`config.mk`:
```
export PLATFORM = sky130hd
export DESIGN_NAME = tksc_ctrl
export DESIGN_NICKNAME = d
export VERILOG_FILES = /design/src/rtl/tksc_pkg.sv /design/src/rtl/tksc_ctrl.sv
export SDC_FILE = /design/constraint.sdc
export NUM_CORES = 1
export LEC_CHECK = 0
export BUFFER_PORTS_ARGS = -buffer_cell sky130_fd_sc_hd__buf_2
export CAP_MARGIN = 20
export CORE_AREA = 3 3 40 42
export CTS_CLUSTER_DIAMETER = 40
export DETAILED_ROUTE_END_ITERATION = 10
export DIE_AREA = 0 0 43 45
export PLACE_DENSITY_LB_ADDON = 0.25
export RECOVER_POWER = 25
export SETUP_SLACK_MARGIN = 0.3
export SYNTH_ARGS = -nofsm -noshare
export SYNTH_HDL_FRONTEND = slang
export SYNTH_SLANG_ARGS = --single-unit
```
`constraint.sdc`:
```
create_clock -name i_clk -period 1.5 [get_ports i_clk]
set_clock_uncertainty 0.05 [all_clocks]
set_input_delay 0.15 -clock i_clk [delete_from_list [all_inputs] [get_ports i_clk]]
set_output_delay 0.15 -clock i_clk [all_outputs]
set_load 0.02 [all_outputs]
```
`src/rtl/tksc_pkg.sv`:
```
// Shared constants, types and controller/datapath interface structs for the top-k score block.
package tksc_pkg;

    localparam int HEAP_DEPTH = 1024;
    localparam int ADDR_W     = $clog2(HEAP_DEPTH);
    localparam int CNT_W      = $clog2(HEAP_DEPTH + 1);
    localparam int LINK_W     = ADDR_W + 2;

    localparam int SAMPLE_W   = 32;
    localparam int VAL_W      = 31;
    localparam int KEEP_W     = 11;
    localparam int COST_W     = 31;
    localparam int IDX_W      = 32;
    localparam int SUM_W      = VAL_W + ADDR_W;
    localparam int PROD_W     = COST_W + IDX_W;
    localparam int SCORE_W    = 64;
    localparam int BEST_W     = 63;

    localparam int PDATA_W    = 32;
    localparam int PADDR_W    = 3;

    localparam logic REG_KEEP_COUNT = 1'b0;
    localparam logic REG_COST       = 1'b1;

    typedef enum logic [3:0] {
        ST_IDLE,
        ST_MUL,
        ST_SUM,
        ST_BEST,
        ST_UP_START,
        ST_UP_STEP,
        ST_UP_FIN,
        ST_DN_START,
        ST_DN_STEP,
        ST_DN_FIN,
        ST_OUT
    } t_state;

    typedef struct packed {
        logic load;
        logic mul;
        logic sum;
        logic best;
        logic up_start;
        logic up_step;
        logic up_fin;
        logic dn_start;
        logic dn_step;
        logic dn_fin;
        logic out_load;
    } t_cmd;

    typedef struct packed {
        logic positive;
        logic full;
        logic replace;
        logic pos_zero;
        logic up_move;
        logic parent_zero;
        logic dn_leaf;
        logic dn_move;
        logic dn_more;
        logic out_free;
    } t_stat;

endpackage

```
`src/rtl/tksc_ctrl.sv`:
```
// Sequencing state machine: item load, score update and heap sift steps.
module tksc_ctrl (
    input  logic             i_clk,
    input  logic             i_rst_n,
    input  logic             i_in_valid,
    output logic             o_in_ready,
    input  tksc_pkg::t_stat  i_stat,
    output tksc_pkg::t_cmd   o_cmd
);

    tksc_pkg::t_state r_state;
    tksc_pkg::t_state n_state;

    always_ff @(posedge i_clk) begin
        if (!i_rst_n) begin
            r_state <= tksc_pkg::ST_IDLE;
        end else begin
            r_state <= n_state;
        end
    end

    always_comb begin
        n_state = r_state;
        case (r_state)
            tksc_pkg::ST_IDLE: begin
                if (i_in_valid) n_state = tksc_pkg::ST_MUL;
            end
            tksc_pkg::ST_MUL: begin
                n_state = i_stat.positive ? tksc_pkg::ST_SUM : tksc_pkg::ST_OUT;
            end
            tksc_pkg::ST_SUM: begin
                n_state = tksc_pkg::ST_BEST;
            end
            tksc_pkg::ST_BEST: begin
                if (!i_stat.full) n_state = tksc_pkg::ST_UP_START;
                else if (i_stat.replace) n_state = tksc_pkg::ST_DN_START;
                else n_state = tksc_pkg::ST_OUT;
            end
            tksc_pkg::ST_UP_START: begin
                n_state = i_stat.pos_zero ? tksc_pkg::ST_OUT : tksc_pkg::ST_UP_STEP;
            end
            tksc_pkg::ST_UP_STEP: begin
                if (!i_stat.up_move) n_state = tksc_pkg::ST_OUT;
                else if (i_stat.parent_zero) n_state = tksc_pkg::ST_UP_FIN;
            end
            tksc_pkg::ST_UP_FIN: begin
                n_state = tksc_pkg::ST_OUT;
            end
            tksc_pkg::ST_DN_START: begin
                n_state = i_stat.dn_leaf ? tksc_pkg::ST_OUT : tksc_pkg::ST_DN_STEP;
            end
            tksc_pkg::ST_DN_STEP: begin
                if (!i_stat.dn_move) n_state = tksc_pkg::ST_OUT;
                else if (!i_stat.dn_more) n_state = tksc_pkg::ST_DN_FIN;
            end
            tksc_pkg::ST_DN_FIN: begin
                n_state = tksc_pkg::ST_OUT;
            end
            tksc_pkg::ST_OUT: begin
                if (i_stat.out_free) n_state = tksc_pkg::ST_IDLE;
            end
            default: begin
                n_state = tksc_pkg::ST_IDLE;
            end
        endcase
    end

    always_comb begin
        o_cmd      = '0;
        o_in_ready = 1'b0;
        case (r_state)
            tksc_pkg::ST_IDLE: begin
                o_in_ready = 1'b1;
                o_cmd.load = i_in_valid;
            end
            tksc_pkg::ST_MUL:      o_cmd.mul      = 1'b1;
            tksc_pkg::ST_SUM:      o_cmd.sum      = 1'b1;
            tksc_pkg::ST_BEST:     o_cmd.best     = 1'b1;
            tksc_pkg::ST_UP_START: o_cmd.up_start = 1'b1;
            tksc_pkg::ST_UP_STEP:  o_cmd.up_step  = 1'b1;
            tksc_pkg::ST_UP_FIN:   o_cmd.up_fin   = 1'b1;
            tksc_pkg::ST_DN_START: o_cmd.dn_start = 1'b1;
            tksc_pkg::ST_DN_STEP:  o_cmd.dn_step  = 1'b1;
            tksc_pkg::ST_DN_FIN:   o_cmd.dn_fin   = 1'b1;
            tksc_pkg::ST_OUT:      o_cmd.out_load = i_stat.out_free;
            default: begin
                o_cmd = '0;
            end
        endcase
    end

endmodule

```
==> out/results.txt <==
Chip Height = 45 microns
DRC = 0
RePlAce Congestion = 0.880
asr flop ratio synth = 0%
layout cells sized above 1 = 67.3%
Syn Area/Cell = 7.66 sq um
CP max FO = 7
WL/cell = 16.9 microns
Yosys warning total = 0
DP Cell Count = 109
status = finished, final reports clean
Root Buffer Master = clkbuf_4
worst path required time = 1.30 ns
row count = 13
Total GRT Usage = 23.3%
HP Class = in -> reg
fmax = 0.678 GHz
area of the die = 1940 sq um
CTS H-tree depth = 1
post-synthesis simple-gate area fraction = 43.7%
met2 wire length = 1200 microns
later-pin clock latency in the skew report = 0.24 ns
worst hold path depth = 3
ant diodes = 0
Power Dens Cells = 1620 nW/um^2
vias in the first global route = 766
CP Class = reg -> out
largest register by flop count = r_state
Iteration-0 DRC Markers = 12
largest area contributor in the netlist = dfxtp_1
post-synthesis sequential area ratio = 16.1%
Synth Area in Compound Gates = 29.4%
TritonRoute pass-1 iters = 4
fin nets = 128
Lkg Pwr = 0.448 nW
FF-to-FF path depth = 5
DR vias/cell = 5.66
unrepaired setup endpoints after global routing = yes
proportion of synthesized area in mux cells = 2.01%
Slew Limit Fails = 0
Hold-fix buffers, CTS = 0
syn_nets = 78
Fin. Hold Viols = 0
Post-DP HPWL = 1250 microns
Reg area = 95.1 sq um
period utilization = 98.3%
gr ovfl total = 0
TritonCTS clock tree = done
Area Overhead vs Synth = 107%
Ports = 25
most instantiated library cell after synthesis = nor3_1
initial core utilization = 38.8%
measured slew at the worst slew-check pin = 0.521 ns
max_slew headroom = 65.1%
CP startpoint kind = flip-flop
Synth Area in XOR/XNOR = 0%
Num Clock Sinks = 4
post-route minimum period = 1.48 ns
Layout Cells excl Fill = 128
uppermost layer routed = met4
main combinational cell family by area after synthesis = simple AND/OR/NAND/NOR gates
post-synthesis cell type count = 35
largest net degree at the start of global routing = 10
total core area = 1280 sq um
initial antenna violation count = 0
Setup crit end kind = primary output
Largest register FFs = 4
EDFF count, synth = 0
Total Wirelength = 2160 microns
area occupied by multi-input gates = 490 sq um
first-pass GRT wire length = 3380 microns
top cells by count, synth = 8 x nor3_1, 6 x nand2b_1, 5 x nor2_1, 4 x dfxtp_1, 4 x inv_1
Die X = 43 microns
hold slack = 0.146 ns
Yosys top cell area share = 16.1%
met3 wire len = 74 microns
max-cap violations = 0
Primary FF master, synth = dfxtp_1
Reg clk slew, reported paths = 0.04 ns
crit path DAT = 1.28 ns
Syn Inst Count = 65
fillcell total = 90
ANT nets after route = 0
final setup vio count = 0
Met1 Routed Length = 825 microns
Port Buffers = 24
CTS buffer count = 3
VDD IR-drop max = 1.12 mV
Synth Cell Area = 498 sq um
DR vias = 724
top cells by area, synth = dfxtp_1 16%, nor3_1 8.0%, nand2b_1 7.5%
largest registers = r_state x4
Bufs on Longest Clock Path = 2
Post-Synth Adder-Cell Area = 0%
register bit count reported by yosys = 4
[logic make-up after synthesis]
kind of cell / count (synthesis)
AO/OA/AOI/OAI: 17
buffers and inverters: 8
flip-flops: 4
multiplexers: 1
AND/OR/NAND/NOR: 35
[metrics by stage]
stage | TNS [ns] | setup WS, ns | utilization [%] | power (mW) | area, sq um
2_1_floorplan | 0 | 0.0820 | - | 0.844 | 558
3_3_place_gp | 0 | 0.0348 | 57.3 | 1.09 | 736
3_5_place_dp | 0 | 0.0242 | 57.3 | 1.10 | 736
4_1_cts | 0 | 0.0211 | 73.8 | 1.51 | 948
5_1_grt | -0.127 | -0.0521 | 80.0 | 1.77 | 1030
6_report | 0 | 0.0250 | 80.0 | 1.66 | 1030
[area by class of cell]
type / count / area share [%]
inverter: 4 / 1.46
clock buffer: 3 / 2.19
sequential: 4 / 9.25
multi-input combinational: 53 / 47.7
tap: 15 / 1.82
timing repair buffer: 49 / 37.6
[report_power, final]
| part | internal (mW) | switching [mW] |
|---|---|---|
| Clock | 0.0896 | 0.0449 |
| Combinational | 0.673 | 0.599 |
| Sequential | 0.164 | 0.0936 |
[path summary, 6_finish.rpt]
check	from	end	slack, ns
worst max-delay path	r_state[3]	o_cmd[0]	0.02
worst min-delay path	i_rst_n	r_state[0]	0.15
worst max register to register	r_state[3]	r_state[1]	0.04
worst min register to register	r_state[3]	r_state[3]	0.70
[metal layers]
| layer | track usage [%] | vias to the layer above |
|---|---|---|
| met3 | 3.19 | 8 |
| met5 | 0 | - |
| met1 | 25.4 | 337 |
| li1 | - | 348 |
| met4 | 12.0 | 0 |
| met2 | 43.7 | 31 |
[critical path: stages (launching register included)]
cell and delay, ns:
dfxtp_4 0.39, or2b_1 0.27, buf_6 0.14, nor3_4 0.11, buf_6 0.13
[placed cells by master (no fill, tap or decap), types with 2 or more instances in the layout]
cell type,count
nand2b_1,6
buf_6,15
nand2_1,2
o21ai_2,2
buf_4,19
buf_2,14
inv_1,4
nor2_1,3
nor3_1,5
nor3_4,2
dfxtp_4,4
o32ai_1,2
clkbuf_4,3
nor4_2,2
[timing repair]
action                                  in CTS  in global routing
pin swaps                                   11                  9
setup buffers                               14                  2
endpoints found under the setup margin      16                 16
endpoints found under the hold margin        0                  0
gates resized for setup                     29                 16
Power figures use the tool's default switching activity.
